$ cat src/design/gpcr_pkg.sv
package gpcr_pkg;

    localparam int FRAC_BITS = 16;
    localparam int DATA_W    = 32;
    localparam int COEF_W    = 31;
    localparam int KIND_W    = 2;
    localparam int IDX_W     = 2;
    localparam int IN_W      = 9 * DATA_W;
    localparam int OUT_W     = 7 * DATA_W;
    localparam int PROD_W    = 2 * DATA_W;
    localparam int SUM_W     = PROD_W + 1;

    localparam int Q_DEPTH = 4;
    localparam int Q_AW    = 2;

    localparam logic [KIND_W-1:0] KIND_NONE = 2'd0;
    localparam logic [KIND_W-1:0] KIND_PEN  = 2'd1;
    localparam logic [KIND_W-1:0] KIND_OVR  = 2'd2;

    localparam logic [IDX_W-1:0] REG_RESTITUTION = 2'd0;
    localparam logic [IDX_W-1:0] REG_FRICTION    = 2'd1;
    localparam logic [IDX_W-1:0] REG_SPRING      = 2'd2;
    localparam logic [IDX_W-1:0] REG_DAMP        = 2'd3;

    // band limit 0.05 and penalty rest offset 0.01, rounded to nearest
    localparam logic signed [DATA_W-1:0] BAND =
        DATA_W'(((5 << FRAC_BITS) + 50) / 100);
    localparam logic signed [DATA_W-1:0] OFFS =
        DATA_W'(((1 << FRAC_BITS) + 50) / 100);

    localparam logic [COEF_W-1:0] SPRING_RST = COEF_W'(1000 << FRAC_BITS);
    localparam logic [COEF_W-1:0] DAMP_RST   = COEF_W'(50 << FRAC_BITS);

    localparam logic [SUM_W-1:0] HALF = SUM_W'(1) << (FRAC_BITS - 1);

    typedef struct packed {
        logic [COEF_W-1:0] restitution;
        logic [COEF_W-1:0] friction;
        logic [COEF_W-1:0] spring;
        logic [COEF_W-1:0] damp;
    } coef_t;

    // one classified vertex waiting for the arithmetic back end
    typedef struct packed {
        logic [KIND_W-1:0]         kind;
        logic                      last;
        logic signed [DATA_W-1:0]  op_a;
        logic signed [DATA_W-1:0]  op_b;
        logic signed [DATA_W-1:0]  op_c;
        logic signed [DATA_W-1:0]  disp_x;
        logic signed [DATA_W-1:0]  disp_y;
        logic signed [DATA_W-1:0]  disp_z;
    } entry_t;

    typedef struct packed {
        logic empty;
        logic full;
    } q_stat_t;

    function automatic logic signed [DATA_W-1:0] sat32(input logic signed [DATA_W:0] v);
        logic signed [DATA_W-1:0] r;
        if (v[DATA_W] != v[DATA_W-1])
            r = v[DATA_W] ? {1'b1, {(DATA_W-1){1'b0}}} : {1'b0, {(DATA_W-1){1'b1}}};
        else
            r = v[DATA_W-1:0];
        return r;
    endfunction

    // shift a product magnitude down, round half away from zero, saturate
    function automatic logic [DATA_W-1:0] rescale(input logic neg, input logic [SUM_W-1:0] mag);
        logic [SUM_W-1:0]  r;
        logic [DATA_W-1:0] res;
        r = (mag + HALF) >> FRAC_BITS;
        if (neg)
        begin
            if (r >= (SUM_W'(1) << (DATA_W - 1)))
                res = {1'b1, {(DATA_W-1){1'b0}}};
            else
                res = DATA_W'(0) - r[DATA_W-1:0];
        end
        else
        begin
            if (r >= (SUM_W'(1) << (DATA_W - 1)))
                res = {1'b0, {(DATA_W-1){1'b1}}};
            else
                res = r[DATA_W-1:0];
        end
        return res;
    endfunction

endpackage

$ cat src/design/gpcr_fifo.sv
module gpcr_fifo (
    input  logic                clk,
    input  logic                rst_n,
    input  logic                push,
    input  gpcr_pkg::entry_t    push_data,
    input  logic                pop,
    output gpcr_pkg::entry_t    pop_data,
    output gpcr_pkg::q_stat_t   q_stat
);
    import gpcr_pkg::*;

    entry_t          slot_reg [Q_DEPTH];
    logic [Q_AW-1:0] wr_ptr_reg, wr_ptr_next;
    logic [Q_AW-1:0] rd_ptr_reg, rd_ptr_next;
    logic [Q_AW:0]   count_reg, count_next;

    assign pop_data     = slot_reg[rd_ptr_reg];
    assign q_stat.empty = (count_reg == '0);
    assign q_stat.full  = (count_reg == (Q_AW+1)'(Q_DEPTH));

    always_comb
    begin
        wr_ptr_next = push ? wr_ptr_reg + 1'b1 : wr_ptr_reg;
        rd_ptr_next = pop  ? rd_ptr_reg + 1'b1 : rd_ptr_reg;
        count_next  = count_reg + (Q_AW+1)'(push) - (Q_AW+1)'(pop);
    end

    always_ff @(posedge clk or negedge rst_n)
    begin
        if (!rst_n)
        begin
            wr_ptr_reg <= '0;
            rd_ptr_reg <= '0;
            count_reg  <= '0;
        end
        else
        begin
            wr_ptr_reg <= wr_ptr_next;
            rd_ptr_reg <= rd_ptr_next;
            count_reg  <= count_next;
        end
    end

    always_ff @(posedge clk)
    begin
        if (push)
            slot_reg[wr_ptr_reg] <= push_data;
    end

endmodule

$ cat config.mk
export PLATFORM = sky130hd
export DESIGN_NAME = gpcr_fifo
export DESIGN_NICKNAME = d
export VERILOG_FILES = /design/src/design/gpcr_pkg.sv /design/src/design/gpcr_fifo.sv
export SDC_FILE = /design/constraint.sdc
export NUM_CORES = 1
export LEC_CHECK = 0
export BUFFER_PORTS_ARGS = -buffer_cell sky130_fd_sc_hd__buf_2
export CORE_ASPECT_RATIO = 1.4
export CORE_UTILIZATION = 51
export CTS_BUF_LIST = sky130_fd_sc_hd__clkbuf_4 sky130_fd_sc_hd__clkbuf_8
export DETAILED_ROUTE_END_ITERATION = 16
export PLACE_DENSITY = 0.76
export SYNTH_ARGS = -nofsm -noshare
export SYNTH_HDL_FRONTEND = slang
export SYNTH_SLANG_ARGS = --single-unit
export TNS_END_PERCENT = 5
$ cat constraint.sdc
create_clock -name clk -period 14.2 [get_ports clk]
set_input_delay 0.71 -clock clk [delete_from_list [all_inputs] [get_ports clk]]
set_output_delay 0.71 -clock clk [all_outputs]
set_load 0.03 [all_outputs]
==> flow_summary.toml <==
[synthesis]
synth_top_area_cell = "edfxtp_1"
ys_top_cells_by_count = "edfxtp_1 (780), mux4_2 (195), buf_2 (22)"
synth-seq-area-share_pct = 82.8
syn_area_per_cell_um2 = 27.1
netlist_area_um2 = 28500
yosysUniqueCellTypes = 16
yosys_warnings = 0
synth_top_area_share_pct = 82.1
ys.flop_type = "edfxtp_1"
async_reset_ff_share_pct = 0.889
synth_cells = 1053
ys_ff_latch = 787
synth_edf_count = 780
synthTopCellsByArea = "edfxtp_1 (82%), mux4_2 (15%), buf_6 (0.63%)"
syn-num-nets = 1259
yosysMostFrequentCell = "edfxtp_1"

[floorplan]
die_h_um = 282
die_w_um = 202
rows = 102
io_pins = 396
core-area_um2 = 55300
die-area_um2 = 56900
start_util_pct = 51.6

[setup_path]
cp-end-kind = "output port"
worstPathArrival_ns = 4.03
path_max_fanout = 46
r2r_slack_ns = 11.12
crit_path_end = "pop_data[134]"
r2r_end = "slot_reg[1][108]"
timing.rr.start = "wr_ptr_reg[1]"
crit_start = "rd_ptr_reg[0]"
critPathRequiredTime_ns = 13.49
worst-setup-path-type = "reg2out"
cp-start-kind = "flop"
r2r_cells = 5

[global_route]
grt_max_degree = 65
grt_pass1_vias = 13600
grtUsageTotal_pct = 19.0
grt_pass1_wl_um = 80900
grt_remaining_overflow = 0
grt_antenna_before_repair = 13

[clock_network]
cts_buffers = 109
clock_path_buffers = 3
clkLatencyLatePin_ns = 0.68
cts_setup_buffers = 0
cts_root_buffer = "clkbuf_8"
clk_pin_slew_ns = 0.06
cts_tree = "yes"
cts-resized-gates = 0
clock-sinks = 787
cts_hold_buf = 1
cts_max_level = 3

[detailed_routing]
vias = 12800
wl_per_cell_um = 22.9
wirelength_um = 54100
drc = 0
drt_first_iter_violations = 644
ant_nets = 0
avgViaCountPerCell = 5.42
dr.pass1.iters = 5

[placement]
place_congestion = 0.741
pre_cts_ws_ns = 10.00
hpwl_um = 33300
io_buffers = 395
placed_cells = 2151

[worst_hold_path]
min_path_type = "in2reg"
hold_depth = 1

[power_and_ir_drop]
p_leak_nw = 11.4
power.density_nw_per_um2 = 221
finalPower_mw = 7.41
vdd_drop_max_v = 0.000171

[cells_and_area]
drive_above_1_share_pct = 48.5
fin_nets = 1741
finalNonFillerCells = 2359
fin_util_pct = 60.6
syn2layout_area_growth_pct = 17.4
largest_reg_flops = 780
fillerInstances = 3771

[flow_run]
cap_violations = 0

[sta]
setup_ws_ns = 9.46
finalSetupViolations = 0
min_period_ns = 4.74
fmax_ghz = 0.211
hold_violations = 0
worst_pin_slew_ns = 0.975
slew_violations = 0
relSlewSlack_pct = 35.0
clock_skew_ns = 0.0223
tns_ns = 0
rsz0062_at_grt = "false"
final.period_utilization_pct = 33.4

[status]
outcome = "completed"
## layer usage
| metal | share of wire (%) | routed length (um) | vias up | global-route usage, % |
|---|---|---|---|---|
| li1 | - | - | 5578 | - |
| met1 | 38 | 20400 | 6672 | 23.7 |
| met2 | 52 | 28200 | 430 | 31.3 |
| met3 | 7.3 | 3930 | 102 | 5.54 |
| met4 | 2.8 | 1500 | 10 | 8.02 |
| met5 | 0.11 | 61 | - | 0 |
## worst min path at each step
stage,start,endpoint,slack (ns)
final,push_data[52],slot_reg[3][52],0.24
after detailed placement,wr_ptr_reg[0],wr_ptr_reg[0],0.54
after floorplan,rst_n,count_reg[0],0.41
after CTS,push_data[64],slot_reg[1][64],0.15
after global placement,wr_ptr_reg[0],wr_ptr_reg[0],0.51
after global routing,push_data[71],slot_reg[3][71],0.17
## layout by cell type, fill, tap and decap left out, drive strengths merged, types with 5 or more instances in the layout
cell,netlist,routed
clkinv,0,36
diode,0,10
clkbuf,6,153
ha,6,6
mux4,195,195
buf,38,414
dfrtp,7,7
inv,6,8
bufinv,0,5
edfxtp,780,780
## final cells by class
type                            count  area [um^2]  share of cell area [%]
Sequential cell                   787        23600                    70.5
Clock buffer                      153         1850                    5.52
Multi-Input combinational cell    216         4590                    13.7
Timing Repair Buffer              415         2130                    6.36
Inverter                            6         22.5                  0.0673
Antenna cell                       10         25.0                  0.0747
Tap cell                          728          911                    2.72
Clock inverter                     44          348                    1.04
## logic make-up after synthesis
group	share of synthesized area (%)
AOI/OAI and AO/OA	0.0175
DFF	82.8
adders and majority gates	0.334
and+or+nand+nor	0.154
xor gates and xnor gates	0.154
muxes	15.4
buffers and inverters	1.18
## metrics by stage
stage               cell area (um^2)  hold slack [ns]
floorplan                      28500            0.414
global placement               31200            0.506
detailed placement             31200            0.542
CTS                            33500            0.154
global route                   33500            0.171
finish                         33500            0.237
## where the power goes
part           total [mW]  switching, mW  internal (mW)
sequential           3.16          0.123           3.04
combinational        2.52           1.64          0.878
clock                1.72          0.791          0.932
## critical path: stages (launching register included)
cell     delay, ns
dfrtp_4       0.88
buf_4         0.71
buf_4         0.82
mux4_2        0.61
buf_2         0.21
(Power assumes the default switching activity.)
