<file path="config.mk">
export PLATFORM = sky130hd
export DESIGN_NAME = gpcr_front
export DESIGN_NICKNAME = d
export VERILOG_FILES = /design/src/design/gpcr_pkg.sv /design/src/design/gpcr_front.sv
export SDC_FILE = /design/constraint.sdc
export NUM_CORES = 1
export LEC_CHECK = 0
export ABC_CLOCK_PERIOD_IN_PS = 4100
export BUFFER_PORTS_ARGS = -buffer_cell sky130_fd_sc_hd__buf_4
export CAP_MARGIN = 30
export CORE_AREA = 2 2 190 192
export DETAILED_ROUTE_END_ITERATION = 6
export DIE_AREA = 0 0 192 194
export GPL_TIMING_DRIVEN = 0
export PLACE_DENSITY_LB_ADDON = 0.25
export SLEW_MARGIN = 20
export SYNTH_ARGS = -nofsm -noshare
export SYNTH_HDL_FRONTEND = slang
export SYNTH_SLANG_ARGS = --single-unit
</file>
<file path="constraint.sdc">
create_clock -name vclk -period 4.1
set_input_delay 0.205 -clock vclk [all_inputs]
set_output_delay 0.205 -clock vclk [all_outputs]
set_load 0.02 [all_outputs]
</file>
<file path="src/design/gpcr_pkg.sv">
package gpcr_pkg;

    localparam int FRAC_BITS = 16;
    localparam int DATA_W    = 32;
    localparam int COEF_W    = 31;
    localparam int KIND_W    = 2;
    localparam int IDX_W     = 2;
    localparam int IN_W      = 9 * DATA_W;
    localparam int OUT_W     = 7 * DATA_W;
    localparam int PROD_W    = 2 * DATA_W;
    localparam int SUM_W     = PROD_W + 1;

    localparam int Q_DEPTH = 4;
    localparam int Q_AW    = 2;

    localparam logic [KIND_W-1:0] KIND_NONE = 2'd0;
    localparam logic [KIND_W-1:0] KIND_PEN  = 2'd1;
    localparam logic [KIND_W-1:0] KIND_OVR  = 2'd2;

    localparam logic [IDX_W-1:0] REG_RESTITUTION = 2'd0;
    localparam logic [IDX_W-1:0] REG_FRICTION    = 2'd1;
    localparam logic [IDX_W-1:0] REG_SPRING      = 2'd2;
    localparam logic [IDX_W-1:0] REG_DAMP        = 2'd3;

    // band limit 0.05 and penalty rest offset 0.01, rounded to nearest
    localparam logic signed [DATA_W-1:0] BAND =
        DATA_W'(((5 << FRAC_BITS) + 50) / 100);
    localparam logic signed [DATA_W-1:0] OFFS =
        DATA_W'(((1 << FRAC_BITS) + 50) / 100);

    localparam logic [COEF_W-1:0] SPRING_RST = COEF_W'(1000 << FRAC_BITS);
    localparam logic [COEF_W-1:0] DAMP_RST   = COEF_W'(50 << FRAC_BITS);

    localparam logic [SUM_W-1:0] HALF = SUM_W'(1) << (FRAC_BITS - 1);

    typedef struct packed {
        logic [COEF_W-1:0] restitution;
        logic [COEF_W-1:0] friction;
        logic [COEF_W-1:0] spring;
        logic [COEF_W-1:0] damp;
    } coef_t;

    // one classified vertex waiting for the arithmetic back end
    typedef struct packed {
        logic [KIND_W-1:0]         kind;
        logic                      last;
        logic signed [DATA_W-1:0]  op_a;
        logic signed [DATA_W-1:0]  op_b;
        logic signed [DATA_W-1:0]  op_c;
        logic signed [DATA_W-1:0]  disp_x;
        logic signed [DATA_W-1:0]  disp_y;
        logic signed [DATA_W-1:0]  disp_z;
    } entry_t;

    typedef struct packed {
        logic empty;
        logic full;
    } q_stat_t;

    function automatic logic signed [DATA_W-1:0] sat32(input logic signed [DATA_W:0] v);
        logic signed [DATA_W-1:0] r;
        if (v[DATA_W] != v[DATA_W-1])
            r = v[DATA_W] ? {1'b1, {(DATA_W-1){1'b0}}} : {1'b0, {(DATA_W-1){1'b1}}};
        else
            r = v[DATA_W-1:0];
        return r;
    endfunction

    // shift a product magnitude down, round half away from zero, saturate
    function automatic logic [DATA_W-1:0] rescale(input logic neg, input logic [SUM_W-1:0] mag);
        logic [SUM_W-1:0]  r;
        logic [DATA_W-1:0] res;
        r = (mag + HALF) >> FRAC_BITS;
        if (neg)
        begin
            if (r >= (SUM_W'(1) << (DATA_W - 1)))
                res = {1'b1, {(DATA_W-1){1'b0}}};
            else
                res = DATA_W'(0) - r[DATA_W-1:0];
        end
        else
        begin
            if (r >= (SUM_W'(1) << (DATA_W - 1)))
                res = {1'b0, {(DATA_W-1){1'b1}}};
            else
                res = r[DATA_W-1:0];
        end
        return res;
    endfunction

endpackage

</file>
<file path="src/design/gpcr_front.sv">
module gpcr_front (
    input  logic                        s_tvalid,
    output logic                        s_tready,
    input  logic [gpcr_pkg::IN_W-1:0]   s_tdata,
    input  logic                        s_tlast,
    input  gpcr_pkg::q_stat_t           q_stat,
    output logic                        push,
    output gpcr_pkg::entry_t            push_data
);
    import gpcr_pkg::*;

    logic signed [DATA_W-1:0] pos_x, pos_y, pos_z;
    logic signed [DATA_W-1:0] vel_x, vel_y, vel_z;
    logic signed [DATA_W-1:0] rest_x, rest_y, rest_z;
    logic signed [DATA_W:0]   dd;
    logic signed [DATA_W-1:0] dd_abs;
    logic [KIND_W-1:0]        kind;

    assign pos_x  = s_tdata[0*DATA_W +: DATA_W];
    assign pos_y  = s_tdata[1*DATA_W +: DATA_W];
    assign pos_z  = s_tdata[2*DATA_W +: DATA_W];
    assign vel_x  = s_tdata[3*DATA_W +: DATA_W];
    assign vel_y  = s_tdata[4*DATA_W +: DATA_W];
    assign vel_z  = s_tdata[5*DATA_W +: DATA_W];
    assign rest_x = s_tdata[6*DATA_W +: DATA_W];
    assign rest_y = s_tdata[7*DATA_W +: DATA_W];
    assign rest_z = s_tdata[8*DATA_W +: DATA_W];

    assign s_tready = !q_stat.full;
    assign push     = s_tvalid && s_tready;

    always_comb
    begin
        priority if (pos_y <= 0)
            kind = KIND_OVR;
        else if (pos_y <= BAND)
            kind = KIND_PEN;
        else
            kind = KIND_NONE;
    end

    // inside the band the distance to the offset is small and positive after abs
    assign dd     = {pos_y[DATA_W-1], pos_y} - {OFFS[DATA_W-1], OFFS};
    assign dd_abs = dd[DATA_W] ? DATA_W'(-dd) : dd[DATA_W-1:0];

    always_comb
    begin
        push_data.kind   = kind;
        push_data.last   = s_tlast;
        push_data.op_a   = (kind == KIND_OVR) ? vel_x : dd_abs;
        push_data.op_b   = vel_y;
        push_data.op_c   = vel_z;
        push_data.disp_x = sat32({pos_x[DATA_W-1], pos_x} - {rest_x[DATA_W-1], rest_x});
        push_data.disp_y = sat32(-{rest_y[DATA_W-1], rest_y});
        push_data.disp_z = sat32({pos_z[DATA_W-1], pos_z} - {rest_z[DATA_W-1], rest_z});
    end

endmodule

</file>
==> results of run 1 <==
==> area by class of cell <==
class	count	area, µm²
Buffer	104	686
Fill cell	3907	24300
Tap cell	461	577
Antenna cell	6	15.0
Multi-Input combinational cell	900	6080
Timing Repair Buffer	421	3160
Inverter	101	379
==> layer usage <==
metal,global-route usage [%],up-vias,wire length (µm)
li1,-,4661,-
met1,18.3,4179,12400
met2,28.1,335,15500
met3,3.02,24,2610
met4,2.80,8,397
met5,0,-,52
==> cell families after synthesis <==
kind of cell / after synthesis / share of synthesized area, %
buffers and inverters: 205 / 14.8
muxes: 2 / 0.317
and+or+nand+nor: 349 / 25.0
adders and majority gates: 82 / 14.2
AOI/OAI and AO/OA: 338 / 29.7
xor gates and xnor gates: 129 / 15.9
==> stage by stage <==
step	setup WS [ps]	power [µW]	area, µm²
after floorplan	896	1160	7110
after global placement	-169	2000	10800
after detailed placement	-169	2010	10800
after CTS	125	2020	10900
after global routing	55.4	2180	10900
final	342	2010	10900
==> worst paths after layout <==
path	endpoint	slack, ps	start	depth (start not counted)
hold / removal	push_data[126]	610	s_tdata[190]	2
setup / recovery	push_data[80]	340	s_tdata[2]	13
==> report_power, final <==
group	switching (µW)	total, µW	internal [µW]
Combinational	1130	2010	884
Clock	0	0.000197	0.000197
Sequential	0	0	0
==> synthesized netlist by cell type, types with 4 or more instances <==
| master | count | share of area [%] |
|---|---|---|
| o31a_1 | 5 | 0.62 |
| nor4b_1 | 4 | 0.49 |
| nor2b_1 | 12 | 1.1 |
| nand4_1 | 7 | 0.62 |
| nor3_1 | 29 | 2.0 |
| a31oi_1 | 21 | 1.8 |
| nor2_1 | 79 | 4.2 |
| nand2_1 | 113 | 6.0 |
| nand3b_1 | 5 | 0.53 |
| and2_1 | 5 | 0.44 |
| inv_1 | 101 | 5.3 |
| o21ai_1 | 15 | 1.1 |
| and3_1 | 7 | 0.62 |
| nand3_1 | 14 | 0.99 |
| o21ai_0 | 107 | 7.5 |
| nor4_1 | 13 | 1.1 |
| nand2b_1 | 13 | 1.1 |
| maj3_1 | 12 | 1.7 |
| or3_1 | 13 | 1.1 |
| a211oi_1 | 7 | 0.74 |
| o31ai_1 | 6 | 0.63 |
| buf_4 | 65 | 6.9 |
| o21a_1 | 10 | 1.1 |
| o211ai_1 | 6 | 0.63 |
| buf_6 | 4 | 0.63 |
| buf_2 | 9 | 0.63 |
| xor2_1 | 55 | 6.8 |
| a21oi_1 | 82 | 5.8 |
| or2_2 | 8 | 0.70 |
| clkbuf_1 | 26 | 1.4 |
| a21o_1 | 29 | 3.1 |
| a41oi_1 | 4 | 0.49 |
| ha_1 | 68 | 12 |
| xnor2_1 | 74 | 9.1 |
| or4_1 | 4 | 0.42 |
| o21bai_1 | 5 | 0.53 |
==> repair_timing <==
action                                  4_1_cts  5_1_grt
pin swaps                                     0        0
resized for setup                             6       16
gates cloned                                  0        0
endpoints found under the setup margin       27       41
==> impl_metrics.env, run 1 <==
export IMPL_status="complete, no violations"
export IMPL_synthesis_instances=1105
export IMPL_cp_slowest_cell="a211oi_1"
export IMPL_fin_cells=1993
export IMPL_yosysSeqAreaShare_pct=0
export IMPL_grt_pass1_wl_um=46500
export IMPL_io_buffer_count=421
export IMPL_final_cell_mix="486 x buf_4, 113 x nand2_1, 105 x o21ai_0"
export IMPL_tightestPinTransition_ps=758
export IMPL_start_kind="primary input"
export IMPL_layout_commonest_cell="buf_4"
export IMPL_seqCellArea_um2=0
export IMPL_final_hold_violation_count=0
export IMPL_grt_start_max_net_pins=11
export IMPL_setup_viol=0
export IMPL_avgSynthCellArea_um2=6.43
export IMPL_wl_per_cell_um=15.5
export IMPL_rsz0062_at_grt="false"
export IMPL_post_drt_via_cell_ratio=4.62
export IMPL_cpLargestDelayFamily="compound AO/OA/AOI/OAI gates"
export IMPL_ir_drop_mv=0.143
export IMPL_die_w_um=192
export IMPL_syn_num_nets=1467
export IMPL_grt_ovfl_total=0
export IMPL_dieArea_um2=37200
export IMPL_cp_max_fo=10
export IMPL_min_period_ps=3760
export IMPL_cts_hold_buf=0
export IMPL_p_per_area_nw_per_um2=185
export IMPL_dp_hpwl_um=27200
export IMPL_maxSlewViolCount=0
export IMPL_die_h_um=194
export IMPL_relSlewSlack_pct=49.0
export IMPL_p_leak_uw=0.00539
export IMPL_finalCoreUtilization_pct=30.9
export IMPL_clock_buffers=0
export IMPL_initial_core_util_pct=20.2
export IMPL_rows=69
export IMPL_yosysWarnings=0
export IMPL_area_growth_pct=53.4
export IMPL_place_congestion=0.852
export IMPL_cpPeakStageDelay_ps=520
export IMPL_timing_hold_ws_ps=607
export IMPL_ant_nets=0
export IMPL_vias=9207
export IMPL_syn_area_um2=7110
export IMPL_hp_class="primary input to primary output"
export IMPL_nNetsFinal=1890
export IMPL_end_kind="primary output"
export IMPL_dp_cells=1987
export IMPL_flops_and_latches=0
export IMPL_drtIter0Drc=312
export IMPL_cts_setup_buffers=0
export IMPL_post_route_period_util_pct=91.7
export IMPL_fin_tns_setup_ps=0
export IMPL_coreArea_um2=35200
export IMPL_route_detailed_drc=0
export IMPL_worst_ep_arrival_time_ps=3550
export IMPL_drtPass1Iterations=5
export IMPL_maxCapViolations=0
export IMPL_drive_gt1_share_pct=36.0
export IMPL_crit_chain="buf_4, ha_1, o21ai_0, a21oi_1, o21ai_1, a21oi_1, a211oi_1, nor4b_1, or3_1, a21oi_4, clkbuf_2, o21ai_0, buf_4"
export IMPL_crit_buf_inv=3
export IMPL_required_ps=3890
export IMPL_worstSetupPathType="primary input to primary output"
export IMPL_grt_pass1_vias=8802
export IMPL_maxClockFrequency_ghz=0.266
export IMPL_antenna_found_initial=10
export IMPL_yosysUniqueCellTypes=82
export IMPL_track_usage_pct=15.3
export IMPL_ios=489
export IMPL_wl_um=31000
(Power assumes the default switching activity.)
==> run 2: changes to the inputs <==
--- a/config.mk
+++ b/config.mk
@@ -12,6 +12,7 @@
 export DETAILED_ROUTE_END_ITERATION = 6
 export DIE_AREA = 0 0 192 194
 export GPL_TIMING_DRIVEN = 0
+export MAX_ROUTING_LAYER = met4
 export PLACE_DENSITY_LB_ADDON = 0.25
 export SLEW_MARGIN = 20
 export SYNTH_ARGS = -nofsm -noshare
==> impl_metrics.env, run 2 (synthesized netlist as in run 1, its figures left out) <==
export IMPL_status="complete, no violations"
export IMPL_p_clk_share_pct=0
export IMPL_maxSlewViolCount=0
export IMPL_post_drt_via_cell_ratio=4.62
export IMPL_tightestPinTransition_ps=752
export IMPL_hp_class="primary input to primary output"
export IMPL_flops_and_latches=0
export IMPL_required_ps=3890
export IMPL_p_leak_uw=0.00539
export IMPL_grt_ovfl_total=0
export IMPL_pre_cts_slack_ps=-169
export IMPL_route_detailed_drc=0
export IMPL_power_frac_comb_pct=100.0
export IMPL_cp_slowest_cell="a211oi_1"
export IMPL_p_sw_share_pct=56.1
export IMPL_dpl_cell_area_um2=10800
export IMPL_p_per_area_nw_per_um2=185
export IMPL_maxClockFrequency_ghz=0.265
export IMPL_whs_path_depth=2
export IMPL_seqCellArea_um2=0
export IMPL_end_kind="primary output"
export IMPL_rsz0062_at_grt="false"
export IMPL_layout_setup_ws_ps=331
export IMPL_coreArea_um2=35200
export IMPL_ir_drop_mv=0.143
export IMPL_p_total_uw=2010
export IMPL_start_kind="primary input"
export IMPL_vias=9219
export IMPL_final_hold_violation_count=0
export IMPL_post_route_period_util_pct=91.9
export IMPL_crit_buf_inv=3
export IMPL_grt_start_max_net_pins=11
export IMPL_grt_pass1_vias=8793
export IMPL_drtPass1Iterations=5
export IMPL_antenna_found_initial=10
export IMPL_wl_um=31000
export IMPL_io_buffer_count=421
export IMPL_rows=69
export IMPL_setup_viol=0
export IMPL_crit_chain="buf_4, ha_1, o21ai_0, a21oi_1, o21ai_1, a21oi_1, a211oi_1, nor4b_1, or3_1, a21oi_4, clkbuf_2, o21ai_0, buf_4"
export IMPL_dp_hpwl_um=27200
export IMPL_dieArea_um2=37200
export IMPL_nNetsFinal=1890
export IMPL_worst_ep_arrival_time_ps=3560
export IMPL_drive_gt1_share_pct=36.0
export IMPL_grt_pass1_wl_um=46500
export IMPL_final_cell_area_um2=10900
export IMPL_min_period_ps=3770
export IMPL_holdPathEnd="push_data[126]"
export IMPL_power_switching_uw=1130
export IMPL_die_w_um=192
export IMPL_cts_setup_buffers=0
export IMPL_intPower_uw=884
export IMPL_ant_nets=0
export IMPL_finalCoreUtilization_pct=31.0
export IMPL_initial_core_util_pct=20.2
export IMPL_clock_buffers=0
export IMPL_drtIter0Drc=336
export IMPL_cpLargestDelayFamily="compound AO/OA/AOI/OAI gates"
export IMPL_hp_start="s_tdata[190]"
export IMPL_cpPeakStageDelay_ps=520
export IMPL_relSlewSlack_pct=49.4
export IMPL_final_cell_mix="486 x buf_4, 113 x nand2_1, 105 x o21ai_0"
export IMPL_p_seq_share_pct=0
export IMPL_die_h_um=194
export IMPL_layout_commonest_cell="buf_4"
export IMPL_n_fill_cell=3909
export IMPL_worstSetupPathType="primary input to primary output"
export IMPL_ios=489
export IMPL_maxCapViolations=0
export IMPL_wl_per_cell_um=15.5
export IMPL_track_usage_pct=15.8
export IMPL_place_congestion=0.866
export IMPL_cts_hold_buf=0
export IMPL_cp_max_fo=10
export IMPL_area_growth_pct=53.5
## run 2: cell count changes in the layout (fill, tap and decap cells not counted), sizes merged
cell   before  now
diode       6   10
## run 2: layer usage
| layer | global-route usage [%] | wire (µm) | vias to the layer above |
|---|---|---|---|
| met5 | - | 0 | - |
| met4 | 2.80 | 408 | 0 |
| met3 | 2.68 | 2520 | 20 |
| met2 | 28.1 | 15400 | 351 |
| met1 | 18.6 | 12600 | 4181 |
| li1 | - | - | 4667 |
## run 2: how the worst max path moves through the flow
stage          depth (start not counted)       start       endpoint  slack [ps]
2_1_floorplan                         14  s_tdata[0]  push_data[91]         900
3_3_place_gp                          16  s_tdata[0]  push_data[77]        -170
3_5_place_dp                          16  s_tdata[0]  push_data[94]        -170
4_1_cts                               16  s_tdata[0]  push_data[94]         120
5_1_grt                               13  s_tdata[2]  push_data[94]          60
6_report                              13  s_tdata[2]  push_data[77]         330
## run 2: timing repair
action                                  in CTS  in global routing
hold endpoints to repair                     0                  0
endpoints found under the setup margin      27                 41
resized for setup                            6                 16
## run 2: through the flow
step                      instances  setup TNS, ps  hold WS [ps]
after floorplan                1105              0           487
after global placement         1987          -3250           607
after detailed placement       1987          -2800           608
after CTS                      1987              0           607
after global routing           1997              0           609
final                          1997              0           607
## run 2: power groups by stage
stage,Combinational (µW),Clock (µW),Sequential [µW]
2_1_floorplan,1160,0,0
3_3_place_gp,2000,0,0
5_1_grt,2180,0.000327,0
4_1_cts,2020,0,0
3_5_place_dp,2010,0,0
6_report,2010,0.000328,0
## run 2: cell type report
type	count	area, µm²	area share, %
diodes	10	25.0	0.229
plain buffers	104	686	6.28
inverters	101	379	3.47
multi-input cells	900	6080	55.8
well taps	461	577	5.29
repair buffers	421	3160	29.0
